==> src/sv/assert_macros.svh <==
// Assertion macros shared by the RTL files of the JPEG header probe.
`ifndef ASSERT_MACROS_SVH
`define ASSERT_MACROS_SVH

`ifndef SYNTH

`define JHP_ASSERT(label, clk, rst_n, prop, msg) \
    label: assert property (@(posedge clk) disable iff (!rst_n) prop) else $error(msg);

`define JHP_ASSERT_NEVER(label, clk, rst_n, expr, msg) \
    label: assert property (@(posedge clk) disable iff (!rst_n) !(expr)) else $error(msg);

`else

`define JHP_ASSERT(label, clk, rst_n, prop, msg)

`define JHP_ASSERT_NEVER(label, clk, rst_n, expr, msg)

`endif

`endif

==> src/sv/jhp_pkg.sv <==
// Types and constants shared by the JPEG header probe modules.
`default_nettype none

package jhp_pkg;

    localparam int unsigned WINDOW_BITS = 17;
    localparam int unsigned SKIP_BITS   = 17;
    localparam int unsigned RES_BITS    = 80;

    // Register indexes on the configuration port.
    localparam logic [1:0] REG_SCAN_WINDOW = 2'd0;
    localparam logic [1:0] REG_MIN_DIM     = 2'd1;
    localparam logic [1:0] REG_ALIGN_LOG2  = 2'd2;

    localparam logic [16:0] SCAN_WINDOW_RST = 17'd65536;
    localparam logic [15:0] MIN_DIM_RST     = 16'd64;
    localparam logic [3:0]  ALIGN_LOG2_RST  = 4'd4;

    // Parse phases.
    localparam logic [3:0] PH_SOI0  = 4'd0;
    localparam logic [3:0] PH_SOI1  = 4'd1;
    localparam logic [3:0] PH_SEEK  = 4'd2;
    localparam logic [3:0] PH_MARK  = 4'd3;
    localparam logic [3:0] PH_LENHI = 4'd4;
    localparam logic [3:0] PH_LENLO = 4'd5;
    localparam logic [3:0] PH_SKIP  = 4'd6;
    localparam logic [3:0] PH_SOF   = 4'd7;
    localparam logic [3:0] PH_DONE  = 4'd8;

    // Marker codes.
    localparam logic [7:0] MK_PREFIX = 8'hFF;
    localparam logic [7:0] MK_SOI    = 8'hD8;
    localparam logic [7:0] MK_EOI    = 8'hD9;
    localparam logic [7:0] MK_RST0   = 8'hD0;
    localparam logic [7:0] MK_RST7   = 8'hD7;
    localparam logic [7:0] MK_TEM    = 8'h01;
    localparam logic [7:0] MK_SOF0   = 8'hC0;
    localparam logic [7:0] MK_SOF15  = 8'hCF;
    localparam logic [7:0] MK_DHT    = 8'hC4;
    localparam logic [7:0] MK_JPG    = 8'hC8;
    localparam logic [7:0] MK_DAC    = 8'hCC;
    localparam logic [7:0] MK_SOS    = 8'hDA;

    localparam logic [SKIP_BITS-1:0] SOF_FIELD_BYTES = 17'd6;

    typedef struct packed {
        logic [16:0] scan_window;
        logic [15:0] min_hw_dimension;
        logic [3:0]  hw_align_log2;
    } cfg_t;

    typedef struct packed {
        logic [31:0] byte_count;
        logic [7:0]  component_count;
        logic [15:0] image_height;
        logic [15:0] image_width;
        logic        hw_decode_ok;
        logic        has_end;
        logic        has_frame_header;
        logic        has_start;
        logic        image_valid;
    } res_t;

endpackage

`default_nettype wire

==> src/sv/jhp_core.sv <==
// Per-byte marker walker, SOF capture and result formation.
`default_nettype none
`include "assert_macros.svh"

module jhp_core #(
    parameter int unsigned COUNT_BITS = 32
) (
    input  wire logic         clk,
    input  wire logic         rst_n,
    input  wire jhp_pkg::cfg_t cfg,
    input  wire logic         go,
    input  wire logic [7:0]   data_byte,
    input  wire logic         last_byte,
    output jhp_pkg::res_t     res
);

    logic [COUNT_BITS-1:0]         idx_reg, idx_next;
    logic [7:0]                    prev_reg, prev_next;
    logic [3:0]                    phase_reg, phase_next;
    logic [7:0]                    marker_reg, marker_next;
    logic [jhp_pkg::SKIP_BITS-1:0] skip_reg, skip_next, skip_dec;
    logic [15:0]                   seg_reg, seg_next;
    logic                          start_reg, start_next;
    logic                          frame_reg, frame_next;
    logic [15:0]                   width_reg, width_next;
    logic [15:0]                   height_reg, height_next;
    logic [7:0]                    comp_reg, comp_next;

    logic                  in_window;
    logic                  is_frame;
    logic                  end_ok;
    logic [15:0]           amask;
    logic [COUNT_BITS-1:0] count;
    logic [15:0]           w_out, h_out;

    always_comb
    begin
        in_window = idx_reg < COUNT_BITS'(cfg.scan_window);
        is_frame  = (marker_reg inside {[jhp_pkg::MK_SOF0:jhp_pkg::MK_SOF15]}) &&
                    !(marker_reg inside {jhp_pkg::MK_DHT, jhp_pkg::MK_JPG, jhp_pkg::MK_DAC});
        skip_dec  = skip_reg - jhp_pkg::SKIP_BITS'(1);

        phase_next  = phase_reg;
        marker_next = marker_reg;
        skip_next   = skip_reg;
        seg_next    = seg_reg;
        start_next  = start_reg;
        frame_next  = frame_reg;
        width_next  = width_reg;
        height_next = height_reg;
        comp_next   = comp_reg;

        if (in_window)
        begin
            case (phase_reg)
                jhp_pkg::PH_SOI0:
                begin
                    phase_next = (data_byte == jhp_pkg::MK_PREFIX) ? jhp_pkg::PH_SOI1
                                                                   : jhp_pkg::PH_DONE;
                end
                jhp_pkg::PH_SOI1:
                begin
                    if (data_byte == jhp_pkg::MK_SOI)
                    begin
                        start_next = 1'b1;
                        phase_next = jhp_pkg::PH_SEEK;
                    end
                    else
                    begin
                        phase_next = jhp_pkg::PH_DONE;
                    end
                end
                jhp_pkg::PH_SEEK:
                begin
                    if (data_byte == jhp_pkg::MK_PREFIX)
                    begin
                        phase_next = jhp_pkg::PH_MARK;
                    end
                end
                jhp_pkg::PH_MARK:
                begin
                    if (data_byte == jhp_pkg::MK_PREFIX)
                    begin
                        phase_next = jhp_pkg::PH_MARK;
                    end
                    else if ((data_byte inside {[jhp_pkg::MK_RST0:jhp_pkg::MK_EOI]}) ||
                             data_byte == jhp_pkg::MK_TEM)
                    begin
                        phase_next = jhp_pkg::PH_SEEK;
                    end
                    else
                    begin
                        marker_next = data_byte;
                        phase_next  = jhp_pkg::PH_LENHI;
                    end
                end
                jhp_pkg::PH_LENHI:
                begin
                    seg_next   = {data_byte, 8'h00};
                    phase_next = jhp_pkg::PH_LENLO;
                end
                jhp_pkg::PH_LENLO:
                begin
                    seg_next = {seg_reg[15:8], data_byte};
                    if (is_frame)
                    begin
                        skip_next  = jhp_pkg::SOF_FIELD_BYTES;
                        phase_next = jhp_pkg::PH_SOF;
                    end
                    else if (marker_reg == jhp_pkg::MK_SOS || seg_next < 16'd2)
                    begin
                        phase_next = jhp_pkg::PH_DONE;
                    end
                    else if (seg_next == 16'd2)
                    begin
                        phase_next = jhp_pkg::PH_SEEK;
                    end
                    else
                    begin
                        skip_next  = jhp_pkg::SKIP_BITS'(seg_next) - 17'd2;
                        phase_next = jhp_pkg::PH_SKIP;
                    end
                end
                jhp_pkg::PH_SKIP:
                begin
                    skip_next = skip_dec;
                    if (skip_dec == '0)
                    begin
                        phase_next = jhp_pkg::PH_SEEK;
                    end
                end
                jhp_pkg::PH_SOF:
                begin
                    case (skip_reg)
                        17'd5:   height_next = {data_byte, 8'h00};
                        17'd4:   height_next = {height_reg[15:8], data_byte};
                        17'd3:   width_next  = {data_byte, 8'h00};
                        17'd2:   width_next  = {width_reg[15:8], data_byte};
                        17'd1:   comp_next   = data_byte;
                        default: ;
                    endcase
                    skip_next = skip_dec;
                    if (skip_dec == '0)
                    begin
                        frame_next = 1'b1;
                        phase_next = jhp_pkg::PH_DONE;
                    end
                end
                default:
                begin
                    phase_next = jhp_pkg::PH_DONE;
                end
            endcase
        end

        end_ok    = (prev_reg == jhp_pkg::MK_PREFIX) && (data_byte == jhp_pkg::MK_EOI);
        idx_next  = (idx_reg == '1) ? idx_reg : idx_reg + COUNT_BITS'(1);
        prev_next = data_byte;
        count     = idx_next;

        // Result from the state after this byte.
        w_out = frame_next ? width_next : 16'd0;
        h_out = frame_next ? height_next : 16'd0;
        amask = 16'((17'd1 << cfg.hw_align_log2) - 17'd1);
        res   = '0;
        if (count >= COUNT_BITS'(4))
        begin
            res.image_valid      = start_next && frame_next && end_ok &&
                                   (w_out != 16'd0) && (h_out != 16'd0);
            res.has_start        = start_next;
            res.has_frame_header = frame_next;
            res.has_end          = end_ok;
            res.hw_decode_ok     = frame_next && ((w_out & amask) == 16'd0) &&
                                   ((h_out & amask) == 16'd0) &&
                                   (w_out >= cfg.min_hw_dimension) &&
                                   (h_out >= cfg.min_hw_dimension);
            res.image_width      = w_out;
            res.image_height     = h_out;
            res.component_count  = frame_next ? comp_next : 8'd0;
            res.byte_count       = (count > COUNT_BITS'(32'hFFFF_FFFF)) ? 32'hFFFF_FFFF
                                                                       : 32'(count);
        end

        // The last byte of a file rearms the walker.
        if (last_byte)
        begin
            idx_next    = '0;
            prev_next   = 8'd0;
            phase_next  = jhp_pkg::PH_SOI0;
            marker_next = 8'd0;
            skip_next   = '0;
            seg_next    = 16'd0;
            start_next  = 1'b0;
            frame_next  = 1'b0;
            width_next  = 16'd0;
            height_next = 16'd0;
            comp_next   = 8'd0;
        end
    end

    always_ff @(posedge clk or negedge rst_n)
    begin
        if (!rst_n)
        begin
            idx_reg    <= '0;
            prev_reg   <= 8'd0;
            phase_reg  <= jhp_pkg::PH_SOI0;
            marker_reg <= 8'd0;
            skip_reg   <= '0;
            seg_reg    <= 16'd0;
            start_reg  <= 1'b0;
            frame_reg  <= 1'b0;
            width_reg  <= 16'd0;
            height_reg <= 16'd0;
            comp_reg   <= 8'd0;
        end
        else if (go)
        begin
            idx_reg    <= idx_next;
            prev_reg   <= prev_next;
            phase_reg  <= phase_next;
            marker_reg <= marker_next;
            skip_reg   <= skip_next;
            seg_reg    <= seg_next;
            start_reg  <= start_next;
            frame_reg  <= frame_next;
            width_reg  <= width_next;
            height_reg <= height_next;
            comp_reg   <= comp_next;
        end
    end

    `JHP_ASSERT(a_frame, clk, rst_n, frame_reg |-> phase_reg == jhp_pkg::PH_DONE, "walk after SOF")
    `JHP_ASSERT(a_start, clk, rst_n, start_reg |-> phase_reg > jhp_pkg::PH_SOI1, "start too early")
    `JHP_ASSERT(a_skip, clk, rst_n, phase_reg == jhp_pkg::PH_SKIP |-> skip_reg != '0, "empty skip")
    `JHP_ASSERT(a_sof, clk, rst_n, phase_reg == jhp_pkg::PH_SOF |-> skip_reg != '0, "empty SOF count")

endmodule

`default_nettype wire

==> src/sv/jpeg_header_probe_top.sv <==
// Top level of the JPEG header probe: register port, input stage and result register.
`default_nettype none
`include "assert_macros.svh"

// The probe takes one file byte per cycle unless input is held. The result item for a
// file is loaded into the result register and presented on the master side when its
// final byte, held in the input stage register, is parsed by the core. Each byte is
// parsed by a single registered pass over a small marker walker, so the sustained rate
// is one item per clock; input is held only while a finished result waits to be taken
// and the next final byte would need the result register.

module jpeg_header_probe_top #(
    parameter int unsigned COUNT_BITS = 32
) (
    input  wire logic        clk,
    input  wire logic        rst_n,
    // APB-style configuration port
    input  wire logic        psel,
    input  wire logic        penable,
    input  wire logic        pwrite,
    input  wire logic [3:0]  paddr,
    input  wire logic [31:0] pwdata,
    output logic [31:0]      prdata,
    output logic             pready,
    // Byte stream in
    input  wire logic        s_axis_tvalid,
    output logic             s_axis_tready,
    input  wire logic [7:0]  s_axis_tdata,   // data_byte
    input  wire logic        s_axis_tlast,   // last_byte
    // Result out
    output logic             m_axis_tvalid,
    input  wire logic        m_axis_tready,
    // image_valid, has_start, has_frame_header, has_end, hw_decode_ok,
    // image_width, image_height, component_count, byte_count, zero pad
    output logic [79:0]      m_axis_tdata
);

    jhp_pkg::cfg_t cfg_reg;
    logic          cfg_wr;
    logic [1:0]    cfg_idx;

    logic          s1_valid_reg;
    logic [7:0]    s1_byte_reg;
    logic          s1_last_reg;
    logic          s1_go;
    logic          take_last;
    logic          out_free;

    jhp_pkg::res_t res;
    jhp_pkg::res_t out_reg;
    logic          out_valid_reg;

    assign pready  = 1'b1;
    assign cfg_wr  = psel && penable && pwrite && pready;
    assign cfg_idx = paddr[3:2];

    always_ff @(posedge clk or negedge rst_n)
    begin
        if (!rst_n)
        begin
            cfg_reg.scan_window      <= jhp_pkg::SCAN_WINDOW_RST;
            cfg_reg.min_hw_dimension <= jhp_pkg::MIN_DIM_RST;
            cfg_reg.hw_align_log2    <= jhp_pkg::ALIGN_LOG2_RST;
        end
        else if (cfg_wr)
        begin
            case (cfg_idx)
                jhp_pkg::REG_SCAN_WINDOW: cfg_reg.scan_window      <= pwdata[16:0];
                jhp_pkg::REG_MIN_DIM:     cfg_reg.min_hw_dimension <= pwdata[15:0];
                jhp_pkg::REG_ALIGN_LOG2:  cfg_reg.hw_align_log2    <= pwdata[3:0];
                default: ;
            endcase
        end
    end

    always_comb
    begin
        case (cfg_idx)
            jhp_pkg::REG_SCAN_WINDOW: prdata = 32'(cfg_reg.scan_window);
            jhp_pkg::REG_MIN_DIM:     prdata = 32'(cfg_reg.min_hw_dimension);
            jhp_pkg::REG_ALIGN_LOG2:  prdata = 32'(cfg_reg.hw_align_log2);
            default:                  prdata = 32'd0;
        endcase
    end

    assign out_free      = !out_valid_reg || m_axis_tready;
    assign s1_go         = s1_valid_reg && (!s1_last_reg || out_free);
    assign take_last     = s1_go && s1_last_reg;
    assign s_axis_tready = !s1_valid_reg || s1_go;

    always_ff @(posedge clk or negedge rst_n)
    begin
        if (!rst_n)
        begin
            s1_valid_reg <= 1'b0;
        end
        else if (s_axis_tready)
        begin
            s1_valid_reg <= s_axis_tvalid;
        end
    end

    always_ff @(posedge clk)
    begin
        if (s_axis_tready && s_axis_tvalid)
        begin
            s1_byte_reg <= s_axis_tdata;
            s1_last_reg <= s_axis_tlast;
        end
    end

    jhp_core #(
        .COUNT_BITS (COUNT_BITS)
    ) u_core (
        .clk       (clk),
        .rst_n     (rst_n),
        .cfg       (cfg_reg),
        .go        (s1_go),
        .data_byte (s1_byte_reg),
        .last_byte (s1_last_reg),
        .res       (res)
    );

    always_ff @(posedge clk or negedge rst_n)
    begin
        if (!rst_n)
        begin
            out_valid_reg <= 1'b0;
        end
        else if (take_last)
        begin
            out_valid_reg <= 1'b1;
        end
        else if (m_axis_tready)
        begin
            out_valid_reg <= 1'b0;
        end
    end

    always_ff @(posedge clk)
    begin
        if (take_last)
        begin
            out_reg <= res;
        end
    end

    assign m_axis_tvalid = out_valid_reg;
    assign m_axis_tdata  = {3'b000, out_reg};

    `JHP_ASSERT(a_from_last, clk, rst_n, $rose(out_valid_reg) |-> $past(take_last), "stray result")
    `JHP_ASSERT_NEVER(a_no_overwrite, clk, rst_n, take_last && !out_free, "result overwritten")
    `JHP_ASSERT(a_held, clk, rst_n, !out_free |=> out_valid_reg && $stable(out_reg), "result moved")

endmodule

`default_nettype wire

==> config.mk <==
export PLATFORM = sky130hd
export DESIGN_NAME = jpeg_header_probe_top
export DESIGN_NICKNAME = d
export VERILOG_FILES = /design/src/sv/jhp_pkg.sv /design/src/sv/jhp_core.sv /design/src/sv/jpeg_header_probe_top.sv
export VERILOG_INCLUDE_DIRS = /design/src /design/src/sv
export SDC_FILE = /design/constraint.sdc
export NUM_CORES = 1
export LEC_CHECK = 0
export BUFFER_PORTS_ARGS = -buffer_cell sky130_fd_sc_hd__buf_4
export CORE_ASPECT_RATIO = 1.1
export CORE_MARGIN = 2
export CORE_UTILIZATION = 60
export DETAILED_ROUTE_END_ITERATION = 6
export HOLD_SLACK_MARGIN = 0.05
export PLACE_DENSITY = 0.89
export SYNTH_ARGS = -nofsm -noshare
export SYNTH_HDL_FRONTEND = slang
export SYNTH_SLANG_ARGS = --single-unit
==> constraint.sdc <==
create_clock -name clk -period 7.1 [get_ports clk]
set_input_delay 0 -clock clk [delete_from_list [all_inputs] [get_ports clk]]
set_output_delay 0 -clock clk [all_outputs]
set_load 0.005 [all_outputs]
==> metrics.txt <==
detailed placer's ending HPWL=27300 um; Layout Cell Area excl Fill=0.0163 mm^2; Crit Path Class=reg2reg; total CTS buffers=26; Antenna diodes=0; Die X=150 um; Synth Instances=1476; FF+latch count, synth=244; DR iter-0 viols=1275; Seq. cell area=0.00654 mm^2; Chip Height=165 um; Primary FF master, synth=dfrtp_1; Worst Path Required=7.45 ns; register area share after synthesis=0.462; setup_tns=0 ns; clock slew at reported path FFs=0.06 ns; Pleak=7.17 nW; final setup vio count=0; synthesis warning total=0; grt total ovfl=0; DR vias/cell=6.46; I/O pin count=167; Vias=12300; Fill cells=1585; dpl cell area=0.0151 mm^2; area growth from synthesis to layout=15.1%; max layer used=met4; H-tree levels=1; Final Critical Period=5.64 ns; post-synthesis area per instance=9.59 um^2; Root Driver=clkbuf_16; slowest stage delay, CP=0.69 ns; critical path arrival=5.99 ns; Worst Hold Class=in2async; CTS tree=done; Worst Setup End Kind=register; clock buffer depth=3; post-route ant nets=0; outcome=complete, no violations; Post-Layout Cell Count=1901; WL met3=3700 um; # placed instances=1820; Max Freq=0.177 GHz; period utilization=0.795; routed wire length=40200 um; TritonRoute pass-1 iters=6; clock sinks=244; Die ar.=0.0248 mm^2; Port Buffers=130; commonest non-fill, non-tap cell in the layout=nor2_1; Buf/Inv on CP=2; post-synth top area share=0.274; Worst-Margin Slew=1.37 ns; largest cells by area after synthesis=dfrtp_1 27%, edfxtp_1 18%, ha_1 5.0%; Site Rows=58; Synth cell types=88; first-pass GRT wire length=63000 um; crit-path max FO=26; critical path depth=21; routed length per instance=21.1 um; number of flops mapped to enable cells by yosys=86; max-slew violations=0; CP max stage cell=nor3b_1; max reg flops=77; Fin. Hold Viols=0; leading area contributor after synthesis=dfrtp_1; DR WL met2=19700 um; PD cells=223 mW/mm^2; Initial Utilization=0.616; Multi-input gate area=0.00695 mm^2; worst r2r path cells=21; asr flop ratio synth=0.648; relative slew slack=0.0865; startpoint class of the critical path=register; number of max-cap violations=0; crit path cell chain=inv_1 > ha_1 > nor3b_1 > and3_1 > nand2_1 > xnor2_1 > o2111a_1 > a31oi_4 > buf_4 > or2_2 > ha_1 > nand2b_1 > a21o_1 > a21oi_1 > o21ai_0 > a31oi_1 > nor3_1 > a211oi_1 > o21ai_0 > nand3b_1 > nor4b_2; area of the core=0.0230 mm^2; initial antenna violation count=0; Placer Congestion=0.974; worst skew pair latency=0.54 ns; pin count of the biggest net entering global routing=90; vias in the first global route=11800; RSZ-0062 raised after global routing=no; Layout Skew=0.0152 ns; share of cells above drive strength 1=0.159; Post-Syn Area=0.0142 mm^2; Layout Nets=1690; M1 WL=15100 um; most frequent cells in the layout=162 x nor2_1, 157 x nand2_1, 155 x dfrtp_1; CP top delay family=simple AND/OR/NAND/NOR gates; GRT Overall Usage=0.322; post-CTS sizing=0; maximum VDD drop=196 uV; drc violations=0
-- layer usage --
metal  vias up  track usage
met5         -            0
met4         0        0.139
met3       135       0.0505
met2       708        0.541
met1      5913        0.416
li1       5527            -
-- power by group --
group          switching (W)  internal (W)  total, W
logic               0.000358      0.000244  0.000602
clock network       0.000571      0.000777   0.00135
registers           0.000124       0.00156   0.00169
-- worst reg2reg max path, cell delays in order, from the launching register on --
cell      delay [ns]
dfrtp_1         0.46
inv_1           0.16
ha_1            0.46
nor3b_1         0.70
and3_1          0.35
nand2_1         0.11
xnor2_1         0.14
o2111a_1        0.32
a31oi_4         0.32
buf_4           0.35
or2_2           0.31
ha_1            0.27
nand2b_1        0.09
a21o_1          0.11
a21oi_1         0.06
o21ai_0         0.19
a31oi_1         0.11
nor3_1          0.20
a211oi_1        0.08
o21ai_0         0.22
nand3b_1        0.12
nor4b_2         0.34
-- cell families after synthesis --
group	share of synthesized area
compound gates	0.172
xor+xnor	0.0315
fa+ha+maj	0.0504
buf+inv	0.0524
flops	0.462
mux	0.0395
other cells	0.000530
simple gates	0.192
-- cells in the mapped netlist (5+ instances only) --
cell	number
nor4_1	8
o21ai_0	127
a31oi_1	14
and3_1	18
nor3_1	34
ha_1	57
mux2_2	31
xnor2_1	31
or2_2	5
nand3b_1	5
nor2_1	162
nor3b_1	7
nand3_1	31
o31ai_1	15
inv_1	54
nand2b_1	11
a21o_1	16
a211oi_1	10
o41ai_1	11
edfxtp_1	86
dfrtp_1	155
buf_2	10
and2_1	9
nor2b_1	5
a22o_1	27
nand2_1	157
a32o_1	7
a22oi_1	40
clkbuf_1	77
buf_4	21
a32oi_1	5
a21oi_1	58
xor2_1	20
or4_1	5
nor4_4	7
mux2i_1	21
nand4_1	26
or3_1	11
-- cell type report --
class                           count  share of cell area
Clock buffer                       38              0.0465
Clock inverter                     10             0.00530
Inverter                           54              0.0124
Multi-Input combinational cell   1082               0.426
Sequential cell                   244               0.401
Tap cell                          300              0.0230
Timing Repair Buffer              173              0.0850
-- path summary, 6_finish.rpt --
path / from / endpoint / slack [ns]
max: u_core.skip_reg[0] / m_axis_tdata[4] / 1.46
min: rst_n / u_core.skip_reg[10] / 0.09
max reg2reg: u_core.skip_reg[0] / m_axis_tdata[4] / 1.46
min reg2reg: u_core.width_reg[15] / u_core.width_reg[15] / 0.49
max in group asynchronous: rst_n / u_core.width_reg[4] / 5.60
min in group clk: paddr[3] / cfg_reg[2] / 0.10
-- stage by stage --
stage	util	hold WS, ns	setup WS [ns]	total power, W
after floorplan	-	-0.296	2.23	0.00207
after global placement	0.657	0.111	1.68	0.00225
after detailed placement	0.657	0.117	1.56	0.00228
after CTS	0.708	0.0889	1.53	0.00363
after global routing	0.708	0.120	1.03	0.00378
final	0.708	0.0865	1.46	0.00364
-- what timing repair did --
| action | CTS | global route |
|---|---|---|
| hold buffers | 33 | 0 |
| endpoints found under the hold margin | 145 | 0 |
| setup buffers | 0 | 0 |
Power figures use the tool's default switching activity.
